File: src/rtl/b64c_pkg.sv
`timescale 1ns / 1ps
// ----------------------------------------------------------------------------
// b64c_pkg
// Shared types, codes and character helpers for the Base64 stream codec.
// ----------------------------------------------------------------------------
package b64c_pkg;

    // Input action codes
    localparam logic [1:0] ACT_START = 2'd0;
    localparam logic [1:0] ACT_DATA  = 2'd1;
    localparam logic [1:0] ACT_END   = 2'd2;

    // Result status codes
    localparam logic [2:0] ST_DATA    = 3'd0;
    localparam logic [2:0] ST_START   = 3'd1;
    localparam logic [2:0] ST_END     = 3'd2;
    localparam logic [2:0] ST_INVALID = 3'd3;
    localparam logic [2:0] ST_TRUNC   = 3'd4;

    // Register indexes
    localparam logic REG_ENCODE_MODE = 1'b0;

    // Character codes
    localparam logic [7:0] CH_UPPER_A = 8'h41;
    localparam logic [7:0] CH_UPPER_Z = 8'h5A;
    localparam logic [7:0] CH_LOWER_A = 8'h61;
    localparam logic [7:0] CH_LOWER_Z = 8'h7A;
    localparam logic [7:0] CH_DIGIT_0 = 8'h30;
    localparam logic [7:0] CH_DIGIT_9 = 8'h39;
    localparam logic [7:0] CH_PLUS    = 8'h2B;
    localparam logic [7:0] CH_SLASH   = 8'h2F;
    localparam logic [7:0] CH_PAD     = 8'h3D;

    // One queued job: up to four data results, then an optional marker
    typedef struct packed {
        logic [3:0][7:0] data;
        logic [2:0]      n_data;
        logic            has_tail;
        logic [2:0]      tail_status;
    } t_job;

    // Alphabet character for a 6-bit value
    function automatic logic [7:0] enc_char(input logic [5:0] v);
        logic [7:0] w;
        logic [7:0] c;
        w = {2'b00, v};
        if (v < 6'd26) begin
            c = CH_UPPER_A + w;
        end else if (v < 6'd52) begin
            c = CH_LOWER_A + (w - 8'd26);
        end else if (v < 6'd62) begin
            c = CH_DIGIT_0 + (w - 8'd52);
        end else if (v == 6'd62) begin
            c = CH_PLUS;
        end else begin
            c = CH_SLASH;
        end
        return c;
    endfunction

    // Symbol value: bit 6 set means not in the alphabet
    function automatic logic [6:0] sym_value(input logic [7:0] c);
        logic [7:0] d;
        logic [6:0] r;
        d = 8'd0;
        r = 7'h40;
        if (c >= CH_UPPER_A && c <= CH_UPPER_Z) begin
            d = c - CH_UPPER_A;
            r = {1'b0, d[5:0]};
        end else if (c >= CH_LOWER_A && c <= CH_LOWER_Z) begin
            d = c - CH_LOWER_A + 8'd26;
            r = {1'b0, d[5:0]};
        end else if (c >= CH_DIGIT_0 && c <= CH_DIGIT_9) begin
            d = c - CH_DIGIT_0 + 8'd52;
            r = {1'b0, d[5:0]};
        end else if (c == CH_PLUS) begin
            r = 7'd62;
        end else if (c == CH_SLASH) begin
            r = 7'd63;
        end
        return r;
    endfunction

    // Encode n (1..3) bytes into four characters, padded with '='
    function automatic t_job enc_group(input logic [7:0] b0, input logic [7:0] b1,
                                       input logic [7:0] b2, input logic [1:0] n);
        t_job       j;
        logic [7:0] x1;
        logic [7:0] x2;
        x1 = (n > 2'd1) ? b1 : 8'd0;
        x2 = (n > 2'd2) ? b2 : 8'd0;
        j.data[0]     = enc_char(x1[7:2] & 6'h00 | b0[7:2]);
        j.data[1]     = enc_char({b0[1:0], x1[7:4]});
        j.data[2]     = (n > 2'd1) ? enc_char({x1[3:0], x2[7:6]}) : CH_PAD;
        j.data[3]     = (n > 2'd2) ? enc_char(x2[5:0]) : CH_PAD;
        j.n_data      = 3'd4;
        j.has_tail    = 1'b0;
        j.tail_status = ST_DATA;
        return j;
    endfunction

    // Decode four characters into one to three bytes, or flag an invalid symbol
    function automatic t_job dec_group(input logic [7:0] c0, input logic [7:0] c1,
                                       input logic [7:0] c2, input logic [7:0] c3);
        t_job       j;
        logic       pad2;
        logic       pad3;
        logic [2:0] nsym;
        logic [6:0] s0;
        logic [6:0] s1;
        logic [6:0] s2;
        logic [6:0] s3;
        logic [5:0] v2;
        logic [5:0] v3;
        logic       bad;
        pad2 = (c2 == CH_PAD);
        pad3 = (c3 == CH_PAD);
        nsym = pad3 ? (pad2 ? 3'd2 : 3'd3) : 3'd4;
        s0 = sym_value(c0);
        s1 = sym_value(c1);
        s2 = sym_value(c2);
        s3 = sym_value(c3);
        bad = (pad2 && !pad3) || s0[6] || s1[6]
            || (nsym > 3'd2 && s2[6]) || (nsym > 3'd3 && s3[6]);
        v2 = (nsym > 3'd2) ? s2[5:0] : 6'd0;
        v3 = (nsym > 3'd3) ? s3[5:0] : 6'd0;
        j.data[0] = {s0[5:0], s1[5:4]};
        j.data[1] = {s1[3:0], v2[5:2]};
        j.data[2] = {v2[1:0], v3};
        j.data[3] = 8'd0;
        if (bad) begin
            j.n_data      = 3'd0;
            j.has_tail    = 1'b1;
            j.tail_status = ST_INVALID;
        end else begin
            j.n_data      = nsym - 3'd1;
            j.has_tail    = 1'b0;
            j.tail_status = ST_DATA;
        end
        return j;
    endfunction

endpackage

File: src/rtl/b64c_front.sv
`timescale 1ns / 1ps
// ----------------------------------------------------------------------------
// b64c_front
// Accepts input transactions, gathers groups and turns each start, end and
// completed group into a job for the output side.
// ----------------------------------------------------------------------------
module b64c_front (
    input  logic            i_clk,
    input  logic            i_rst_n,
    input  logic            i_accept,
    input  logic [1:0]      i_action,
    input  logic [7:0]      i_data_in,
    input  logic            i_cfg_wr,
    input  logic            i_cfg_mode,
    output logic            o_encode_mode,
    output logic            o_job_valid,
    output b64c_pkg::t_job  o_job
);

    logic            r_encode_mode;
    logic [1:0]      r_count;
    logic [1:0]      n_count;
    logic [7:0]      r_buf [3];
    b64c_pkg::t_job  w_job;
    logic            w_push;
    logic            w_store;

    // Classify the accepted item
    always_comb begin
        n_count = r_count;
        w_push  = 1'b0;
        w_store = 1'b0;
        w_job   = '0;
        if (i_accept) begin
            case (i_action)
                b64c_pkg::ACT_START: begin
                    n_count           = 2'd0;
                    w_push            = 1'b1;
                    w_job.has_tail    = 1'b1;
                    w_job.tail_status = b64c_pkg::ST_START;
                end
                b64c_pkg::ACT_DATA: begin
                    if (r_encode_mode && r_count == 2'd2) begin
                        n_count = 2'd0;
                        w_push  = 1'b1;
                        w_job   = b64c_pkg::enc_group(r_buf[0], r_buf[1], i_data_in, 2'd3);
                    end else if (!r_encode_mode && r_count == 2'd3) begin
                        n_count = 2'd0;
                        w_push  = 1'b1;
                        w_job   = b64c_pkg::dec_group(r_buf[0], r_buf[1], r_buf[2],
                                                      i_data_in);
                    end else begin
                        n_count = r_count + 2'd1;
                        w_store = 1'b1;
                    end
                end
                b64c_pkg::ACT_END: begin
                    n_count = 2'd0;
                    w_push  = 1'b1;
                    if (r_encode_mode) begin
                        if (r_count != 2'd0) begin
                            w_job = b64c_pkg::enc_group(r_buf[0], r_buf[1], 8'd0, r_count);
                        end
                        w_job.has_tail    = 1'b1;
                        w_job.tail_status = b64c_pkg::ST_END;
                    end else begin
                        w_job.has_tail    = 1'b1;
                        w_job.tail_status = (r_count != 2'd0) ? b64c_pkg::ST_TRUNC
                                                              : b64c_pkg::ST_END;
                    end
                end
                default: begin
                    n_count = r_count;
                end
            endcase
        end
    end

    // Mode and group count
    always_ff @(posedge i_clk) begin
        if (!i_rst_n) begin
            r_encode_mode <= 1'b1;
            r_count       <= 2'd0;
        end else if (i_cfg_wr) begin
            r_encode_mode <= i_cfg_mode;
            r_count       <= 2'd0;
        end else begin
            r_count       <= n_count;
        end
    end

    // Group buffer, no reset
    always_ff @(posedge i_clk) begin
        if (w_store && r_count != 2'd3) begin
            r_buf[r_count] <= i_data_in;
        end
    end

    assign o_encode_mode = r_encode_mode;
    assign o_job_valid   = w_push;
    assign o_job         = w_job;

endmodule

File: src/rtl/b64c_queue.sv
`timescale 1ns / 1ps
// ----------------------------------------------------------------------------
// b64c_queue
// Small job queue between the front and the output side.
// ----------------------------------------------------------------------------
module b64c_queue #(
    parameter int DEPTH = 2
) (
    input  logic            i_clk,
    input  logic            i_rst_n,
    input  logic            i_push,
    input  b64c_pkg::t_job  i_job,
    input  logic            i_pop,
    output logic            o_full,
    output logic            o_empty,
    output b64c_pkg::t_job  o_head
);

    localparam int PTR_W = (DEPTH > 1) ? $clog2(DEPTH) : 1;
    localparam int CNT_W = $clog2(DEPTH + 1);

    b64c_pkg::t_job   r_mem [DEPTH];
    logic [PTR_W-1:0] r_wr_ptr;
    logic [PTR_W-1:0] r_rd_ptr;
    logic [CNT_W-1:0] r_count;
    logic             w_push;
    logic             w_pop;

    assign o_full  = (r_count == CNT_W'(DEPTH));
    assign o_empty = (r_count == '0);
    assign w_push  = i_push && !o_full;
    assign w_pop   = i_pop && !o_empty;
    assign o_head  = r_mem[r_rd_ptr];

    // Pointers and fill count
    always_ff @(posedge i_clk) begin
        if (!i_rst_n) begin
            r_wr_ptr <= '0;
            r_rd_ptr <= '0;
            r_count  <= '0;
        end else begin
            if (w_push) begin
                r_wr_ptr <= (r_wr_ptr == PTR_W'(DEPTH - 1)) ? '0 : r_wr_ptr + 1'b1;
            end
            if (w_pop) begin
                r_rd_ptr <= (r_rd_ptr == PTR_W'(DEPTH - 1)) ? '0 : r_rd_ptr + 1'b1;
            end
            if (w_push && !w_pop) begin
                r_count <= r_count + 1'b1;
            end else if (w_pop && !w_push) begin
                r_count <= r_count - 1'b1;
            end
        end
    end

    // Entry storage
    always_ff @(posedge i_clk) begin
        if (w_push) begin
            r_mem[r_wr_ptr] <= i_job;
        end
    end

endmodule

File: src/rtl/b64c_back.sv
`timescale 1ns / 1ps
// ----------------------------------------------------------------------------
// b64c_back
// Expands the job at the queue head into results, one per cycle while the
// output is not stalled, into the output register.
// ----------------------------------------------------------------------------
module b64c_back (
    input  logic            i_clk,
    input  logic            i_rst_n,
    input  logic            i_empty,
    input  b64c_pkg::t_job  i_head,
    output logic            o_pop,
    input  logic            i_out_ready,
    output logic            o_out_valid,
    output logic [7:0]      o_data_out,
    output logic [2:0]      o_status,
    output logic            o_last
);

    logic       r_valid;
    logic [7:0] r_data;
    logic [2:0] r_status;
    logic       r_last;
    logic [2:0] r_idx;
    logic [2:0] w_total;
    logic       w_load;
    logic       w_is_last;
    logic [7:0] w_data;
    logic [2:0] w_status;

    assign w_total   = i_head.n_data + {2'b00, i_head.has_tail};
    assign w_load    = !i_empty && (!r_valid || i_out_ready);
    assign w_is_last = (r_idx == w_total - 3'd1);
    assign o_pop     = w_load && w_is_last;

    // Select the result at the current index
    always_comb begin
        if (r_idx < i_head.n_data) begin
            w_data   = i_head.data[r_idx[1:0]];
            w_status = b64c_pkg::ST_DATA;
        end else begin
            w_data   = 8'd0;
            w_status = i_head.tail_status;
        end
    end

    // Index within the head job and output valid
    always_ff @(posedge i_clk) begin
        if (!i_rst_n) begin
            r_valid <= 1'b0;
            r_idx   <= 3'd0;
        end else begin
            if (w_load) begin
                r_valid <= 1'b1;
                r_idx   <= w_is_last ? 3'd0 : r_idx + 3'd1;
            end else if (i_out_ready) begin
                r_valid <= 1'b0;
            end
        end
    end

    // Output payload
    always_ff @(posedge i_clk) begin
        if (w_load) begin
            r_data   <= w_data;
            r_status <= w_status;
            r_last   <= w_is_last;
        end
    end

    assign o_out_valid = r_valid;
    assign o_data_out  = r_data;
    assign o_status    = r_status;
    assign o_last      = r_last;

endmodule

File: src/rtl/base64_stream_codec.sv
`timescale 1ns / 1ps
// ----------------------------------------------------------------------------
// base64_stream_codec
// Streaming Base64 encoder/decoder, standard alphabet with '=' padding.
// ----------------------------------------------------------------------------
// The codec takes one input transaction per cycle while its job queue
// (QUEUE_DEPTH entries) has room, and delivers one result per cycle while
// i_out_ready is high; the output stage sets the sustained rate. Encoding
// gives four characters per three bytes; decoding gives at most three bytes
// per four characters, so it keeps up at one character per cycle. Start, end
// and error items each give one result, and an end with a partial encode group
// gives five. The first result of an item passes the job queue and then the
// output register. encode_mode sits at byte address 0 (aliased at 1 to 3) and
// is to be written only while idle; the block itself does not enforce this. A
// write also empties the current group. The group buffer has no reset.
// ----------------------------------------------------------------------------
module base64_stream_codec #(
    parameter int QUEUE_DEPTH = 2
) (
    input  logic        i_clk,
    input  logic        i_rst_n,
    input  logic        i_in_valid,
    output logic        o_in_ready,
    input  logic [1:0]  i_action,
    input  logic [7:0]  i_data_in,
    output logic        o_out_valid,
    input  logic        i_out_ready,
    output logic [7:0]  o_data_out,
    output logic [2:0]  o_status,
    output logic        o_last,
    input  logic        psel,
    input  logic        penable,
    input  logic        pwrite,
    input  logic [2:0]  paddr,
    input  logic [31:0] pwdata,
    output logic [31:0] prdata,
    output logic        pready
);

    logic            w_accept;
    logic            w_cfg_wr;
    logic            w_mode;
    logic            w_job_valid;
    b64c_pkg::t_job  w_job;
    b64c_pkg::t_job  w_head;
    logic            w_full;
    logic            w_empty;
    logic            w_pop;

    // Register port
    assign pready   = 1'b1;
    assign w_cfg_wr = psel && penable && pwrite && (paddr[2] == b64c_pkg::REG_ENCODE_MODE);
    assign prdata   = (paddr[2] == b64c_pkg::REG_ENCODE_MODE) ? {31'd0, w_mode} : 32'd0;

    // Input handshake
    assign o_in_ready = !w_full;
    assign w_accept   = i_in_valid && !w_full;

    b64c_front u_front (
        .i_clk         (i_clk),
        .i_rst_n       (i_rst_n),
        .i_accept      (w_accept),
        .i_action      (i_action),
        .i_data_in     (i_data_in),
        .i_cfg_wr      (w_cfg_wr),
        .i_cfg_mode    (pwdata[0]),
        .o_encode_mode (w_mode),
        .o_job_valid   (w_job_valid),
        .o_job         (w_job)
    );

    b64c_queue #(
        .DEPTH (QUEUE_DEPTH)
    ) u_queue (
        .i_clk   (i_clk),
        .i_rst_n (i_rst_n),
        .i_push  (w_job_valid),
        .i_job   (w_job),
        .i_pop   (w_pop),
        .o_full  (w_full),
        .o_empty (w_empty),
        .o_head  (w_head)
    );

    b64c_back u_back (
        .i_clk       (i_clk),
        .i_rst_n     (i_rst_n),
        .i_empty     (w_empty),
        .i_head      (w_head),
        .o_pop       (w_pop),
        .i_out_ready (i_out_ready),
        .o_out_valid (o_out_valid),
        .o_data_out  (o_data_out),
        .o_status    (o_status),
        .o_last      (o_last)
    );

endmodule
File: config.mk
export PLATFORM = sky130hd
export DESIGN_NAME = base64_stream_codec
export DESIGN_NICKNAME = d
export VERILOG_FILES = /design/src/rtl/b64c_pkg.sv /design/src/rtl/b64c_front.sv /design/src/rtl/b64c_queue.sv /design/src/rtl/b64c_back.sv /design/src/rtl/base64_stream_codec.sv
export SDC_FILE = /design/constraint.sdc
export NUM_CORES = 1
export LEC_CHECK = 0
export ABC_AREA = 1
export BUFFER_PORTS_ARGS = -buffer_cell sky130_fd_sc_hd__buf_2
export CORE_MARGIN = 2
export CORE_UTILIZATION = 28
export DETAILED_ROUTE_END_ITERATION = 12
export PLACE_DENSITY = 0.52
export SLEW_MARGIN = 0
export SYNTH_ARGS = -nofsm -noshare
export SYNTH_HDL_FRONTEND = slang
export SYNTH_HIERARCHICAL = 1
export SYNTH_SLANG_ARGS = --single-unit
export TNS_END_PERCENT = 50
File: constraint.sdc
create_clock -name i_clk -period 12 [get_ports i_clk]
set_input_delay 2.4 -clock i_clk [delete_from_list [all_inputs] [get_ports i_clk]]
set_output_delay 2.4 -clock i_clk [all_outputs]
set_load 0.02 [all_outputs]
==> impl_metrics.py, run 1 <==
metrics = {
    "floorplan": {
        "dieArea_um2": 44500,
        "chipWidth_um": 211,
        "dieHeight_um": 211,
        "start_util": 0.285,
        "core_um2": 42100,
        "rows": 75,
        "io_pins": 99,
    },
    "global_routing": {
        "grt_usage": 0.157,
        "grt_pass1_wl_um": 54700,
        "antenna_found_initial": 0,
        "grt_max_degree": 40,
        "grt_pass1_vias": 9847,
        "grt_overflow": 0,
    },
    "power": {
        "irDropWorstVdd_v": 0.000106,
        "p_leak_nw": 5.94,
        "power_mw": 1.25,
        "powerDensity_nw_per_um2": 95.7,
    },
    "synth": {
        "ys.flop_type": "edfxtp_1",
        "synth_area_leader_cell": "edfxtp_1",
        "ys_types": 53,
        "synth_edf_count": 114,
        "synth_area_per_cell_um2": 7.34,
        "async_flop_share": 0,
        "syn_area_um2": 12000,
        "synth_area_leaders": "edfxtp_1 (29%), nand2_1 (13%), ha_1 (11%)",
        "ys_seq_elements": 126,
        "ys_warn_count": 6,
        "synth_top_area_share": 0.285,
        "syn_inst": 1635,
        "yosysSeqAreaShare": 0.305,
    },
    "setup_path": {
        "startpoint": "i_action[1]",
        "r2r-start": "u_front/r_count[1]$_SDFFE_PP0P_",
        "worstPathMaxFanout": 39,
        "critical_path_class": "input port to flop",
        "cp_slowest_stage_delay_ns": 0.51,
        "required_ns": 12.05,
        "cpMaxStageDelayCell": "nor2_1",
        "cp-end-kind": "flop",
        "path_delay_family": "buffers and inverters",
        "cp.arrival_ns": 5.34,
        "worst-path-buf-inv": 6,
        "crit_chain": "buf_2, inv_1, ha_1, inv_1, nor2_1, inv_1, nand2_1, o21ai_0, inv_1, o21ai_2, nor2_4, buf_4",
        "cp-start-kind": "input port",
        "cp_common_cell": "inv_1",
    },
    "clock_tree": {
        "cts.clk_slew.worst_paths_ns": 0.06,
        "cts_root_buf": "clkbuf_16",
        "cts_hold_buf": 0,
        "cts_setup_buffers": 0,
        "clock_latency_ns": 0.43,
        "clockBufferDepth": 2,
        "cts_buffers": 17,
        "ctsResizeCount": 0,
        "ctsHtreeMaxLevel": 4,
        "clock-sinks": 126,
        "tritoncts": "yes",
    },
    "drt": {
        "vias": 10600,
        "drtPass1Iterations": 5,
        "finalWirelength_um": 34900,
        "via_per_inst": 4.78,
        "routedWlPerCell_um": 15.8,
        "drtAntennaViolNets": 0,
        "drc": 0,
        "drt_iter0_drc": 842,
    },
    "timing": {
        "fin_crit_sh": 0.441,
        "drv_slew": 0,
        "worstMarginPinSlew_ns": 0.868,
        "rsz0062_at_grt": "no",
        "fmax_mhz": 189,
        "skew_ns": 0.0163,
        "timing_hold_violations_final": 0,
        "totalNegativeSetupSlack_ns": 0,
        "hold_ws_ns": 0.495,
        "period_needed_ns": 5.29,
        "max_slew_margin": 0.419,
        "finalSetupViolCount": 0,
    },
    "cells_and_area": {
        "diodes": 0,
        "drive_gt1_frac": 0.116,
        "syn2layout_area_growth_pct": 8.88,
        "stdcell_count": 2207,
        "multi_input_area_um2": 7100,
        "seq_area_um2": 3660,
        "final_cell_mix": "nand2_1 (426), inv_1 (195), nor2_1 (155)",
        "nets": 1809,
        "mostFrequentLayoutCell": "nand2_1",
        "fillers": 4501,
    },
    "worst_hold_path": {
        "hold_class": "flop to flop",
        "hold_start": "u_back/o_out_valid$_SDFFE_PN0P_",
    },
    "placement": {
        "dp_hpwl_um": 26300,
        "dpl.cell_count": 2175,
        "io_buffers": 33,
        "gp_congestion": 0.940,
    },
    "status": {
        "status": "completed",
    },
    "flow_run": {
        "maxCapViolCount": 0,
    },
}
synthesized netlist by cell type, drive strengths merged (3+ instances only):
library cell  number
o211ai            15
a21boi             3
nand2            452
xnor2             16
inv              217
buf               60
nand4             23
clkbuf             7
a31oi              3
mux2              39
nor2             176
edfxtp           114
or2                5
a21oi             79
dfxtp             12
xor2              35
nand3            128
nand3b             6
ha               102
o21ai            111
nor3              14
power breakdown:
group / switching [mW] / total [mW] / internal, mW
clock: 0.201 / 0.515 / 0.313
combinational: 0.151 / 0.218 / 0.0668
sequential: 0.0168 / 0.518 / 0.501
total: 0.369 / 1.25 / 0.881
layer usage:
layer / track usage / up-vias / wire length, um
met2: 0.247 / 295 / 15400
met1: 0.225 / 4905 / 17100
met3: 0.0236 / 31 / 1870
li1: - / 5329 / -
met5: 0 / - / 0
met4: 0.0401 / 0 / 518
metrics by stage:
step	util	area, um^2	setup slack [ns]
2_1_floorplan	-	12100	6.55
6_report	0.310	13100	6.71
3_5_place_dp	0.296	12500	6.33
3_3_place_gp	0.296	12500	6.32
4_1_cts	0.310	13100	6.74
5_1_grt	0.310	13100	6.59
worst reg2reg max path: stages, from the launching register on:
cell and delay (ns):
dfxtp_1 0.79, ha_1 0.30, nand2_1 0.50, nor2_1 0.62, inv_1 0.26, nand2_1 0.10, o21ai_0 0.18, inv_1 0.16
o21ai_2 0.12, nor2_4 0.09, buf_4 0.47
state kept, by name (all words and copies together), names as in the netlist, 2 cells and up, named ones only:
register and cells:
u_queue/r_count 2, u_front/r_buf 24, u_back/o_data_out 8, u_queue/r_mem 78, u_back/o_status 3, u_front/r_count 2, u_back/r_idx 3
cell families after synthesis:
logic type | count (synthesis) | share of synthesized area
xor gates and xnor gates | 51 | 0.0372
adders and majority gates | 102 | 0.106
and+or+nand+nor | 807 | 0.293
AOI/OAI and AO/OA | 223 | 0.104
buffers and inverters | 285 | 0.114
other | 2 | 0.000626
DFF | 126 | 0.305
muxes | 39 | 0.0397
area by class of cell:
class	count	share of cell area
clock inverters	12	0.0105
repair buffers	38	0.0155
flip-flops and latches	126	0.281
inverters	218	0.0640
well taps	539	0.0516
multi-input cells	1254	0.543
clock buffers	20	0.0342
final timing paths:
check	end	slack [ns]	cells after the start
setup reg to reg	u_queue/r_mem[1][22]$_DFFE_PP_	8.01	10
hold reg to reg	u_back/o_out_valid$_SDFFE_PN0P_	0.49	2
hold / removal	u_back/o_out_valid$_SDFFE_PN0P_	0.49	2
setup / recovery	u_queue/r_mem[1][22]$_DFFE_PP_	6.71	12
Power figures use the tool's default switching activity.
==> run 2, diff against run 1 <==
==> constraint.sdc (replaced) <==
create_clock -name i_clk -period 5 [get_ports i_clk]
set_input_delay 1 -clock i_clk [delete_from_list [all_inputs] [get_ports i_clk]]
set_output_delay 1 -clock i_clk [all_outputs]
set_load 0.02 [all_outputs]
==> impl_metrics.py, run 2 (synthesized netlist as in run 1, its figures left out) <==
metrics = {
    "status": {
        "status": "completed",
    },
    "setup_path": {
        "cp-start-kind": "input port",
        "worstPathMaxFanout": 39,
        "required_ns": 5.05,
        "cp-end-kind": "flop",
        "reg2regPathDepth": 10,
        "critical_path_class": "input port to flop",
        "cp.arrival_ns": 3.71,
    },
    "cells_and_area": {
        "nets": 1812,
        "seq_area_um2": 3660,
        "mostFrequentLayoutCell": "nand2_1",
        "largest_reg_flops": 78,
        "multi_input_area_um2": 7100,
        "final_cell_mix": "nand2_1 (426), inv_1 (195), nor2_1 (155)",
        "fillers": 4506,
        "syn2layout_area_growth_pct": 9.26,
        "regMostFlops": "u_queue/r_mem",
        "diodes": 0,
        "drive_gt1_frac": 0.118,
    },
    "floorplan": {
        "rows": 75,
        "io_pins": 99,
        "dieHeight_um": 211,
        "chipWidth_um": 211,
        "dieArea_um2": 44500,
        "core_um2": 42100,
        "start_util": 0.285,
    },
    "clock_tree": {
        "cts_root_buf": "clkbuf_16",
        "clock-sinks": 126,
        "ctsHtreeMaxLevel": 4,
        "ctsResizeCount": 0,
        "tritoncts": "yes",
        "cts.clk_slew.worst_paths_ns": 0.06,
        "cts_buffers": 17,
        "clock_latency_ns": 0.42,
        "cts_hold_buf": 0,
        "clockBufferDepth": 2,
        "cts_setup_buffers": 0,
    },
    "placement": {
        "gp_congestion": 0.906,
        "io_buffers": 33,
        "dp_hpwl_um": 26200,
        "pre_cts_ws_ns": 0.957,
    },
    "timing": {
        "max_slew_margin": 0.267,
        "rsz0062_at_grt": "no",
        "worstMarginPinSlew_ns": 1.07,
        "drv_slew": 0,
        "timing_hold_violations_final": 0,
        "period_needed_ns": 3.66,
        "skew_ns": 0.00914,
        "postLayoutSetupSlackWorst_ns": 1.34,
        "totalNegativeSetupSlack_ns": 0,
        "finalSetupViolCount": 0,
        "fin_crit_sh": 0.732,
        "fmax_mhz": 273,
    },
    "drt": {
        "drt_iter0_drc": 948,
        "finalWirelength_um": 34200,
        "drc": 0,
        "routedWlPerCell_um": 15.5,
        "vias": 10600,
        "drtPass1Iterations": 5,
        "drtAntennaViolNets": 0,
        "via_per_inst": 4.79,
    },
    "global_routing": {
        "grt_pass1_wl_um": 54600,
        "grt_usage": 0.157,
        "grt_max_degree": 40,
        "antenna_found_initial": 1,
        "grt_pass1_vias": 10000,
        "grt_overflow": 0,
    },
    "worst_hold_path": {
        "min_delay_path_depth": 2,
        "hold_class": "flop to flop",
    },
    "power": {
        "powerDensity_nw_per_um2": 232,
        "irDropWorstVdd_v": 0.000249,
        "p_leak_nw": 5.96,
        "power_mw": 3.04,
    },
    "flow_run": {
        "maxCapViolCount": 0,
    },
}
## run 2: layer usage
metal | up-vias | global-route usage | share of wire
li1 | 5335 | - | -
met4 | 2 | 0.0406 | 0.016
met3 | 33 | 0.0187 | 0.046
met2 | 272 | 0.254 | 0.46
met1 | 4944 | 0.221 | 0.48
met5 | - | 0 | 0.00038
## run 2: worst paths after layout
check | startpoint | endpoint | slack (ns)
setup / recovery | i_action[1] | u_queue/r_mem[0][13]$_DFFE_PP_ | 1.34
hold / removal | u_back/o_out_valid$_SDFFE_PN0P_ | u_back/o_out_valid$_SDFFE_PN0P_ | 0.49
hold reg to reg | u_back/o_out_valid$_SDFFE_PN0P_ | u_back/o_out_valid$_SDFFE_PN0P_ | 0.49
setup reg to reg | u_front/r_count[1]$_SDFFE_PP0P_ | u_queue/r_mem[0][13]$_DFFE_PP_ | 1.47
## run 2: final cells by class
cell class                 instances  share of cell area
clock buffer                      20              0.0341
clock inverter                    12              0.0123
inverter                         218              0.0638
multi-input combinational       1254               0.541
sequential                       126               0.280
tap                              539              0.0515
timing repair buffer              41              0.0172
## run 2: critical path, cell delays in order
cell     delay [ns]
buf_2          0.12
inv_1          0.07
ha_1           0.39
inv_1          0.08
buf_4          0.20
nor2_1         0.42
inv_1          0.27
nand2_1        0.10
o21ai_0        0.19
inv_1          0.16
o21ai_2        0.12
nor2_4         0.10
buf_4          0.46
## run 2: per-stage QoR
step	util	hold WS [ns]	cells	cell area (um^2)
finish	0.311	0.491	2210	13100
global route	0.311	0.551	2210	13100
CTS	0.311	0.497	2210	13100
detailed placement	0.297	0.488	2178	12500
global placement	0.297	0.480	2178	12500
floorplan	-	0.467	1665	12100
## run 2: power by group
part	total, mW	internal [mW]	switching, mW	leakage, nW
Combinational	0.517	0.161	0.356	4.53
Clock	1.28	0.803	0.475	0.288
Sequential	1.24	1.20	0.0419	1.14
Total	3.04	2.17	0.872	5.96
